[src/sv/sha1_block_compression_macros.svh]
// Assertion macros shared by the SHA-1 block compression RTL.
`ifndef SHA1_BLOCK_COMPRESSION_MACROS_SVH
`define SHA1_BLOCK_COMPRESSION_MACROS_SVH

`ifndef ASSERT_OFF
// Check cons in the same cycle whenever ante holds.
`define SHA1BC_ASSERT_IMPLY(lbl, ante, cons) \
    lbl: assert property (@(posedge clk) disable iff (!rst_n) (ante) |-> (cons)) \
        else $error("sha1bc assertion failed");
// Check cons in the cycle after ante holds.
`define SHA1BC_ASSERT_NEXT(lbl, ante, cons) \
    lbl: assert property (@(posedge clk) disable iff (!rst_n) (ante) |=> (cons)) \
        else $error("sha1bc assertion failed");
`else
`define SHA1BC_ASSERT_IMPLY(lbl, ante, cons)
`define SHA1BC_ASSERT_NEXT(lbl, ante, cons)
`endif

`endif

[src/sv/sha1bc_pkg.sv]
// Types, constants and helper functions of the SHA-1 block compression engine.
package sha1bc_pkg;

    localparam int DIGEST_WORDS = 5;
    localparam int SHA1_ROUNDS  = 80;
    localparam int ROUND_W      = 7;
    localparam int DIG_IDX_W    = 3;

    typedef logic [31:0] word_t;

    typedef struct packed {
        word_t a;
        word_t b;
        word_t c;
        word_t d;
        word_t e;
    } work_t;

    localparam word_t SHA1_IV [DIGEST_WORDS] = '{
        32'h67452301, 32'hEFCDAB89, 32'h98BADCFE, 32'h10325476, 32'hC3D2E1F0
    };

    localparam word_t K_00_19 = 32'h5A827999;
    localparam word_t K_20_39 = 32'h6ED9EBA1;
    localparam word_t K_40_59 = 32'h8F1BBCDC;
    localparam word_t K_60_79 = 32'hCA62C1D6;

    function automatic word_t rotl1(input word_t v);
        return {v[30:0], v[31]};
    endfunction

    function automatic word_t rotl5(input word_t v);
        return {v[26:0], v[31:27]};
    endfunction

    function automatic word_t rotl30(input word_t v);
        return {v[1:0], v[31:2]};
    endfunction

endpackage

[src/sv/sha1bc_sched_ram.sv]
// Message schedule memory: one write port, two registered read ports.
module sha1bc_sched_ram
    import sha1bc_pkg::*;
#(
    parameter int DEPTH = 16
) (
    input  logic                     clk,
    input  logic                     we,
    input  logic [$clog2(DEPTH)-1:0] waddr,
    input  word_t                    wdata,
    input  logic [$clog2(DEPTH)-1:0] raddr_a,
    input  logic [$clog2(DEPTH)-1:0] raddr_b,
    output word_t                    rdata_a,
    output word_t                    rdata_b
);

    word_t mem [DEPTH];

    always_ff @(posedge clk)
    begin
        if (we)
        begin
            mem[waddr] <= wdata;
        end
        rdata_a <= mem[raddr_a];
        rdata_b <= mem[raddr_b];
    end

endmodule

[src/sv/sha1bc_chain_ram.sv]
// Chaining word memory: one write port, one registered read port.
module sha1bc_chain_ram
    import sha1bc_pkg::*;
(
    input  logic                 clk,
    input  logic                 we,
    input  logic [DIG_IDX_W-1:0] waddr,
    input  word_t                wdata,
    input  logic [DIG_IDX_W-1:0] raddr,
    output word_t                rdata
);

    word_t mem [DIGEST_WORDS];

    always_ff @(posedge clk)
    begin
        if (we)
        begin
            mem[waddr] <= wdata;
        end
        rdata <= mem[raddr];
    end

endmodule

[src/sv/sha1bc_round.sv]
// One SHA-1 round: select f and K by round number and advance the working words.
module sha1bc_round
    import sha1bc_pkg::*;
(
    input  logic [ROUND_W-1:0] round,
    input  work_t              cur,
    input  word_t              w,
    output work_t              nxt
);

    word_t f;
    word_t k;

    always_comb
    begin
        if (round < ROUND_W'(20))
        begin
            f = cur.d ^ (cur.b & (cur.c ^ cur.d));
            k = K_00_19;
        end
        else if (round < ROUND_W'(40))
        begin
            f = cur.b ^ cur.c ^ cur.d;
            k = K_20_39;
        end
        else if (round < ROUND_W'(60))
        begin
            f = (cur.b & cur.c) | (cur.d & (cur.b | cur.c));
            k = K_40_59;
        end
        else
        begin
            f = cur.b ^ cur.c ^ cur.d;
            k = K_60_79;
        end
        nxt.a = rotl5(cur.a) + f + cur.e + w + k;
        nxt.b = cur.a;
        nxt.c = rotl30(cur.b);
        nxt.d = cur.c;
        nxt.e = cur.d;
    end

endmodule

[src/sv/sha1_block_compression.sv]
// Top level of the SHA-1 block compression engine: sequencer and datapath.
//
// Feed a padded message one big-endian 32-bit word per request, sixteen
// requests per 512-bit block. Set first_block on word 0 to start a new
// message from the SHA-1 initial values, and final_block on word 15 to get
// the digest of the message once that block is compressed. Words are taken
// one per cycle while a block is being collected; after word 15 msg_ready
// drops while the working words load from the chaining memory, the 80 rounds
// run and the result is added back into the chaining memory, and on a final
// block until the digest is out. A priming state issues the first schedule
// reads, then each round passes through S_RD2 and S_ROUND, because its four
// schedule words come out of a two-read-port schedule memory with registered
// reads. A final block then emits five digest requests, H0 first, each read
// from the chaining memory, registered and held until digest_ready, with
// digest_last high on the fifth. No clearing pass runs after reset: a single
// flag marks the chaining memory as unwritten, and until then the initial
// values stand in for its contents.
`include "sha1_block_compression_macros.svh"

module sha1_block_compression
    import sha1bc_pkg::*;
#(
    parameter int BLOCK_WORDS = 16
) (
    input  logic                 clk,
    input  logic                 rst_n,
    input  logic                 msg_valid,
    output logic                 msg_ready,
    input  logic [31:0]          message_word,
    input  logic                 first_block,
    input  logic                 final_block,
    output logic                 digest_valid,
    input  logic                 digest_ready,
    output logic [31:0]          digest_word,
    output logic [DIG_IDX_W-1:0] digest_index,
    output logic                 digest_last
);

    localparam int POS_W = $clog2(BLOCK_WORDS);

    typedef enum logic [3:0] {
        S_LOAD,
        S_HREAD,
        S_HLOAD,
        S_RD1,
        S_RD2,
        S_ROUND,
        S_ADD_RD,
        S_ADD,
        S_EMIT_RD,
        S_EMIT_LD,
        S_EMIT_WAIT
    } state_t;

    state_t               state_reg, state_next;
    logic [POS_W-1:0]     pos_reg, pos_next;
    logic                 restart_reg, restart_next;
    logic                 final_reg, final_next;
    logic                 chain_valid_reg, chain_valid_next;
    logic [DIG_IDX_W-1:0] cnt_reg, cnt_next;
    logic [ROUND_W-1:0]   round_reg, round_next;
    work_t                work_reg, work_next;
    word_t                partial_reg, partial_next;
    logic                 dvalid_reg, dvalid_next;
    word_t                dword_reg, dword_next;
    logic [DIG_IDX_W-1:0] didx_reg, didx_next;
    logic                 dlast_reg, dlast_next;

    logic                 sched_we;
    logic [POS_W-1:0]     sched_waddr;
    word_t                sched_wdata;
    logic [POS_W-1:0]     sched_raddr_a;
    logic [POS_W-1:0]     sched_raddr_b;
    word_t                sched_q_a;
    word_t                sched_q_b;

    logic                 chain_we;
    logic [DIG_IDX_W-1:0] chain_waddr;
    word_t                chain_wdata;
    logic [DIG_IDX_W-1:0] chain_raddr;
    word_t                chain_q;

    logic                 msg_take;
    logic                 use_init;
    logic                 cnt_last;
    logic [DIG_IDX_W-1:0] cnt_succ;
    logic [ROUND_W-1:0]   round_succ;
    logic [POS_W-1:0]     slot;
    logic [POS_W-1:0]     slot_succ;
    word_t                chain_base;
    word_t                sched_w;
    work_t                round_out;

    sha1bc_sched_ram #(
        .DEPTH(BLOCK_WORDS)
    ) u_sched_ram (
        .clk    (clk),
        .we     (sched_we),
        .waddr  (sched_waddr),
        .wdata  (sched_wdata),
        .raddr_a(sched_raddr_a),
        .raddr_b(sched_raddr_b),
        .rdata_a(sched_q_a),
        .rdata_b(sched_q_b)
    );

    sha1bc_chain_ram u_chain_ram (
        .clk  (clk),
        .we   (chain_we),
        .waddr(chain_waddr),
        .wdata(chain_wdata),
        .raddr(chain_raddr),
        .rdata(chain_q)
    );

    sha1bc_round u_round (
        .round(round_reg),
        .cur  (work_reg),
        .w    (sched_w),
        .nxt  (round_out)
    );

    assign msg_ready    = (state_reg == S_LOAD);
    assign msg_take     = msg_valid && msg_ready;
    assign digest_valid = dvalid_reg;
    assign digest_word  = dword_reg;
    assign digest_index = didx_reg;
    assign digest_last  = dlast_reg;

    // Until the first write-back the chaining memory holds nothing; use the IV.
    assign use_init   = restart_reg || !chain_valid_reg;
    assign cnt_last   = (cnt_reg == DIG_IDX_W'(DIGEST_WORDS - 1));
    assign cnt_succ   = cnt_last ? '0 : cnt_reg + 1'b1;
    assign round_succ = round_reg + 1'b1;
    assign slot       = round_reg[POS_W-1:0];
    assign slot_succ  = round_succ[POS_W-1:0];
    assign chain_base = use_init ? SHA1_IV[cnt_reg] : chain_q;

    // Rounds below sixteen use the stored message word; later ones expand it.
    assign sched_w = (round_reg < ROUND_W'(BLOCK_WORDS)) ? sched_q_b
                   : rotl1(partial_reg ^ sched_q_a ^ sched_q_b);

    always_comb
    begin
        state_next       = state_reg;
        pos_next         = pos_reg;
        restart_next     = restart_reg;
        final_next       = final_reg;
        chain_valid_next = chain_valid_reg;
        cnt_next         = cnt_reg;
        round_next       = round_reg;
        work_next        = work_reg;
        partial_next     = partial_reg;
        dvalid_next      = dvalid_reg;
        dword_next       = dword_reg;
        didx_next        = didx_reg;
        dlast_next       = dlast_reg;

        sched_we      = 1'b0;
        sched_waddr   = pos_reg;
        sched_wdata   = message_word;
        sched_raddr_a = slot;
        sched_raddr_b = slot;

        chain_we    = 1'b0;
        chain_waddr = cnt_reg;
        chain_wdata = chain_base + work_reg.a;
        chain_raddr = cnt_reg;

        case (state_reg)
            S_LOAD:
            begin
                if (msg_take)
                begin
                    sched_we = 1'b1;
                    pos_next = pos_reg + 1'b1;
                    if (pos_reg == '0)
                    begin
                        restart_next = first_block;
                    end
                    if (pos_reg == POS_W'(BLOCK_WORDS - 1))
                    begin
                        final_next = final_block;
                        cnt_next   = '0;
                        state_next = S_HREAD;
                    end
                end
            end
            S_HREAD:
            begin
                chain_raddr = '0;
                state_next  = S_HLOAD;
            end
            S_HLOAD:
            begin
                // Shift chaining words in at e so that H0 ends up in a.
                work_next   = {work_reg.b, work_reg.c, work_reg.d, work_reg.e, chain_base};
                chain_raddr = cnt_succ;
                cnt_next    = cnt_succ;
                if (cnt_last)
                begin
                    round_next = '0;
                    state_next = S_RD1;
                end
            end
            S_RD1:
            begin
                sched_raddr_a = slot - POS_W'(3);
                sched_raddr_b = slot - POS_W'(8);
                state_next    = S_RD2;
            end
            S_RD2:
            begin
                partial_next  = sched_q_a ^ sched_q_b;
                sched_raddr_a = slot - POS_W'(14);
                sched_raddr_b = slot;
                state_next    = S_ROUND;
            end
            S_ROUND:
            begin
                work_next = round_out;
                if (round_reg >= ROUND_W'(BLOCK_WORDS))
                begin
                    sched_we    = 1'b1;
                    sched_waddr = slot;
                    sched_wdata = sched_w;
                end
                // Issue the first read pair of the next round.
                sched_raddr_a = slot_succ - POS_W'(3);
                sched_raddr_b = slot_succ - POS_W'(8);
                if (round_reg == ROUND_W'(SHA1_ROUNDS - 1))
                begin
                    state_next = S_ADD_RD;
                end
                else
                begin
                    round_next = round_succ;
                    state_next = S_RD2;
                end
            end
            S_ADD_RD:
            begin
                chain_raddr = '0;
                cnt_next    = '0;
                state_next  = S_ADD;
            end
            S_ADD:
            begin
                chain_we    = 1'b1;
                work_next   = {work_reg.b, work_reg.c, work_reg.d, work_reg.e, work_reg.a};
                chain_raddr = cnt_succ;
                cnt_next    = cnt_succ;
                if (cnt_last)
                begin
                    chain_valid_next = 1'b1;
                    restart_next     = 1'b0;
                    state_next       = final_reg ? S_EMIT_RD : S_LOAD;
                end
            end
            S_EMIT_RD:
            begin
                chain_raddr = cnt_reg;
                state_next  = S_EMIT_LD;
            end
            S_EMIT_LD:
            begin
                dvalid_next = 1'b1;
                dword_next  = chain_q;
                didx_next   = cnt_reg;
                dlast_next  = cnt_last;
                state_next  = S_EMIT_WAIT;
            end
            S_EMIT_WAIT:
            begin
                if (digest_ready)
                begin
                    dvalid_next = 1'b0;
                    cnt_next    = cnt_succ;
                    state_next  = cnt_last ? S_LOAD : S_EMIT_RD;
                end
            end
            default:
            begin
                state_next = S_LOAD;
            end
        endcase
    end

    always_ff @(posedge clk or negedge rst_n)
    begin
        if (!rst_n)
        begin
            state_reg       <= S_LOAD;
            pos_reg         <= '0;
            restart_reg     <= 1'b0;
            final_reg       <= 1'b0;
            chain_valid_reg <= 1'b0;
            cnt_reg         <= '0;
            round_reg       <= '0;
            dvalid_reg      <= 1'b0;
            dword_reg       <= '0;
            didx_reg        <= '0;
            dlast_reg       <= 1'b0;
        end
        else
        begin
            state_reg       <= state_next;
            pos_reg         <= pos_next;
            restart_reg     <= restart_next;
            final_reg       <= final_next;
            chain_valid_reg <= chain_valid_next;
            cnt_reg         <= cnt_next;
            round_reg       <= round_next;
            dvalid_reg      <= dvalid_next;
            dword_reg       <= dword_next;
            didx_reg        <= didx_next;
            dlast_reg       <= dlast_next;
        end
    end

    always_ff @(posedge clk)
    begin
        work_reg    <= work_next;
        partial_reg <= partial_next;
    end

    `SHA1BC_ASSERT_IMPLY(a_no_take_during_digest, msg_ready, !digest_valid)
    `SHA1BC_ASSERT_IMPLY(a_sched_no_rw_clash, sched_we && (state_reg == S_ROUND),
        (sched_waddr != sched_raddr_a) && (sched_waddr != sched_raddr_b))
    `SHA1BC_ASSERT_IMPLY(a_chain_no_rw_clash, chain_we, chain_waddr != chain_raddr)
    `SHA1BC_ASSERT_NEXT(a_block_end_stalls,
        msg_take && (pos_reg == POS_W'(BLOCK_WORDS - 1)), !msg_ready)
    `SHA1BC_ASSERT_IMPLY(a_digest_index_range, digest_valid,
        digest_index <= DIG_IDX_W'(DIGEST_WORDS - 1))

endmodule

[config.mk]
export PLATFORM = sky130hd
export DESIGN_NAME = sha1_block_compression
export DESIGN_NICKNAME = d
export VERILOG_FILES = /design/src/sv/sha1bc_pkg.sv /design/src/sv/sha1bc_sched_ram.sv /design/src/sv/sha1bc_chain_ram.sv /design/src/sv/sha1bc_round.sv /design/src/sv/sha1_block_compression.sv
export VERILOG_INCLUDE_DIRS = /design/src /design/src/sv
export SDC_FILE = /design/constraint.sdc
export NUM_CORES = 2
export LEC_CHECK = 0
export ABC_AREA = 1
export BUFFER_PORTS_ARGS = -buffer_cell sky130_fd_sc_hd__buf_2
export CAP_MARGIN = 20
export CORE_ASPECT_RATIO = 1.2
export CORE_UTILIZATION = 55
export CTS_CLUSTER_SIZE = 8
export DETAILED_ROUTE_END_ITERATION = 8
export GPL_TIMING_DRIVEN = 0
export PLACE_DENSITY_LB_ADDON = 0.2
export SETUP_SLACK_MARGIN = 0.2
export SLEW_MARGIN = 40
export SYNTH_ARGS = -nofsm -noshare
export SYNTH_HDL_FRONTEND = slang
export SYNTH_HIERARCHICAL = 1
export SYNTH_SLANG_ARGS = --single-unit
[constraint.sdc]
create_clock -name clk -period 6.5 [get_ports clk]
set_input_delay 0.65 -clock clk [delete_from_list [all_inputs] [get_ports clk]]
set_output_delay 0.65 -clock clk [all_outputs]
set_load 0.02 [all_outputs]
==> metrics.cfg <==
[clock_tree]
clockBufferDepth=3
cts-buffers-inserted=145
clock-root-buffer=clkbuf_16
clkTransAtPathRegs_ps=50
cts_max_level=4
tritoncts=yes
clk_latency_ps=800
clock-sinks=1018

[die]
core_area_sq_um=105000
io_pins=76
placementRows=130
die_h_um=358
start_util_pct=55.5
die_area_sq_um=107000
die_w_um=299

[setup_path]
reg2reg_from=round_reg[4]
r2r_setup_slack_ps=520
required_ps=7040
critPathCaptureType=flip-flop
worstSetupStartpointType=flip-flop
cp.arrival_ps=6530
reg2regPathDepth=27
r2r_end=work_reg[159]
critPathKind=flip-flop to flip-flop
crit_fanout=10

[routing]
drc_errors=0
drt.antenna.violating_nets=0
drtPass1Iterations=6
drtIter0Drc=7206
wirelength_um=228000
via_per_inst=5.86
vias=51100
post_drt_wl_per_cell_um=26.1

[min_path]
min_path_cells=2
hold-path-endpoint=final_reg
hp-class=input pin to flip-flop
hp-start=final_block

[final_layout]
drive_gt1_share_pct=11.3
largest_reg_flops=512
fin_nets=7446
final_core_util_pct=63.1
syn2layout_area_growth_pct=13.7
finalNonFillerCells=8710

[timing]
final-setup-viol-count=0
fmax_mhz=167
worst_slew_pin_slew_ps=1020
post-route-period-util_pct=92.0
period_needed_ps=5980
slew_headroom_pct=31.6
drv_slew=0
setup_ws_ps=517
clock_skew_ps=39.8
rsz0062_at_grt=false
fin_hold_ws_ps=152
hold_viol=0

[synth]
ys_types=54
synthFlopType=edfxtp_1
yosysWarnings=6
yosysSeqAreaShare_pct=50.5
syn_area_per_cell_sq_um=8.41
ys_ff_latch=1018
syn_area_sq_um=58100
async_flop_share_pct=5.70
synth_fp_nets=7142
synth_cells=6907
synth_edf_count=864

[placed_design]
dp_worst_setup_slack_ps=375
port_buffers=75
dp_cells=8448
dp_hpwl_um=163000
place.gp.congestion=1.01

[global_route]
globalRoute.totalOverflow=0
grtUsageTotal_pct=42.2
grt_antenna_before_repair=6
grt_pass1_vias=48400
grt_max_degree=42
grt_pass1_wl_um=321000

[status]
status=completed

[pwr]
power_density_nw_per_um2=217
leakagePower_uw=0.0311
peakVddDrop_mv=0.286

[flow_run]
maxCapViolCount=0

synthesized netlist by cell type, types with 3 or more instances:
master / number / area, sq um
nand2_1: 2398 / 9000
inv_1: 1137 / 4270
nand3_1: 1077 / 5390
edfxtp_1: 864 / 25900
buf_2: 157 / 786
buf_4: 157 / 1180
o21ai_0: 153 / 766
nor2_1: 136 / 510
fa_1: 121 / 2420
dfxtp_1: 96 / 1920
xor2_1: 87 / 762
ha_1: 76 / 951
a21oi_1: 72 / 360
buf_6: 64 / 721
dfrtp_1: 58 / 1450
clkbuf_1: 37 / 139
nor3_1: 27 / 135
o211ai_1: 24 / 180
buf_1: 22 / 82.6
nand4_1: 17 / 106
xnor2_1: 15 / 131
mux2_2: 10 / 113
o22ai_1: 9 / 56.3
nand2_2: 8 / 50.1
o21ai_1: 8 / 40.0
o221ai_1: 7 / 61.3
a211oi_1: 6 / 45.0
inv_2: 6 / 22.5
a221oi_2: 5 / 75.1
a21o_1: 4 / 30.0
inv_4: 4 / 25.0
nand3b_1: 4 / 30.0
nor2_2: 4 / 25.0
o21ai_2: 4 / 35.0
nand3_2: 3 / 30.0
nor2_4: 3 / 33.8
o21a_1: 3 / 22.5
o21bai_1: 3 / 22.5
or2_2: 3 / 18.8
report_power, final:
part / switching (uW) / internal, uW
Combinational: 74.6 / 21.9
Clock: 2980 / 4240
Sequential: 0 / 7050
what timing repair did:
action / in CTS / in global routing
hold buffers: 1 / 0
resized for setup: 0 / 2
buffers inserted: 0 / 0
endpoints found under the hold margin: 19 / 0
setup endpoints to repair: 0 / 1
metrics by stage:
stage | total power, uW | TNS (ps) | instance area [sq um]
CTS | 14400 | 0 | 66000
detailed placement | 7270 | 0 | 61700
global route | 14600 | 0 | 66100
global placement | 7260 | -146550 | 60200
floorplan | 7210 | 0 | 58100
finish | 14400 | 0 | 66100
cell families after synthesis:
kind of cell / after synthesis / synth area share, %
compound gates: 303 / 2.98
xor+xnor: 102 / 1.54
fa+ha+maj: 197 / 5.81
buf+inv: 1587 / 12.5
flops: 1018 / 50.5
mux: 11 / 0.211
simple gates: 3689 / 26.5
cell type report:
class | instances | area (sq um)
diodes | 3 | 7.51
plain buffers | 439 | 2970
clock buffers | 243 | 4040
clock inverters | 14 | 246
fillers | 9006 | 38700
inverters | 1148 | 4320
multi-input cells | 4302 | 21800
flip-flops and latches | 1018 | 29300
well taps | 1386 | 1730
repair buffers | 157 | 1650
layer usage:
layer	part of all wire (%)	global-route usage (%)	routed length [um]	vias to the layer above
li1	-	-	-	22500
met2	46	68.1	104000	3716
met1	33	47.1	75000	23700
met5	0.016	0	37	-
met3	11	10.8	26100	1163
met4	9.7	35.4	22200	6
worst max-delay path by stage:
stage | start | to | slack, ps | cells past startpoint
final | round_reg[4] | work_reg[159] | 520 | 27
after global placement | state_reg[3] | work_reg[74] | -930 | 6
after global routing | round_reg[4] | work_reg[159] | 360 | 27
after floorplan | state_reg[3] | work_reg[0] | 1470 | 6
after detailed placement | round_reg[4] | work_reg[159] | 370 | 23
after CTS | round_reg[4] | work_reg[159] | 360 | 21
worst max-delay path, stage by stage, from the launching register on:
cell and delay, ps:
dfrtp_1 480, nor2_1 180, inv_1 90, nor2_2 290, buf_4 340, buf_2 320
nand2_1 90, o21ai_1 420, inv_1 180, fa_1 520, inv_1 50, fa_1 470
inv_1 50, fa_1 500, inv_1 40, ha_1 340, nand2_1 130, inv_1 40
nand2_1 80, nand2_1 50, a21oi_1 190, nand2_2 120, a21oi_2 410, inv_1 90
nand2_1 80, nand2_1 40, nand2_1 50, nand2_1 50
placed cells by master (no fill, tap or decap), types with 7 or more instances in the layout:
cell       count
buf_2        246
o211ai_1      24
nor2_4        21
nor3_1        24
o21ai_2       28
o21ai_1       22
buf_16        20
buf_4        184
clkbuf_1     120
mux2_2        10
clkbuf_16    147
inv_1       1136
nand3_1     1077
fa_1         121
a21oi_1       71
buf_8         25
o22ai_1        9
o221ai_1       7
nand2_2        8
ha_1          76
nand4_1       17
buf_1          8
dfxtp_1       96
xor2_1        87
nor2_1       117
o21ai_0      115
edfxtp_1     864
nand2_1     2397
xnor2_1       15
dfrtp_1       58
clkbuf_2      15
buf_6         67
Note: power is estimated with default switching activity, not from simulation.
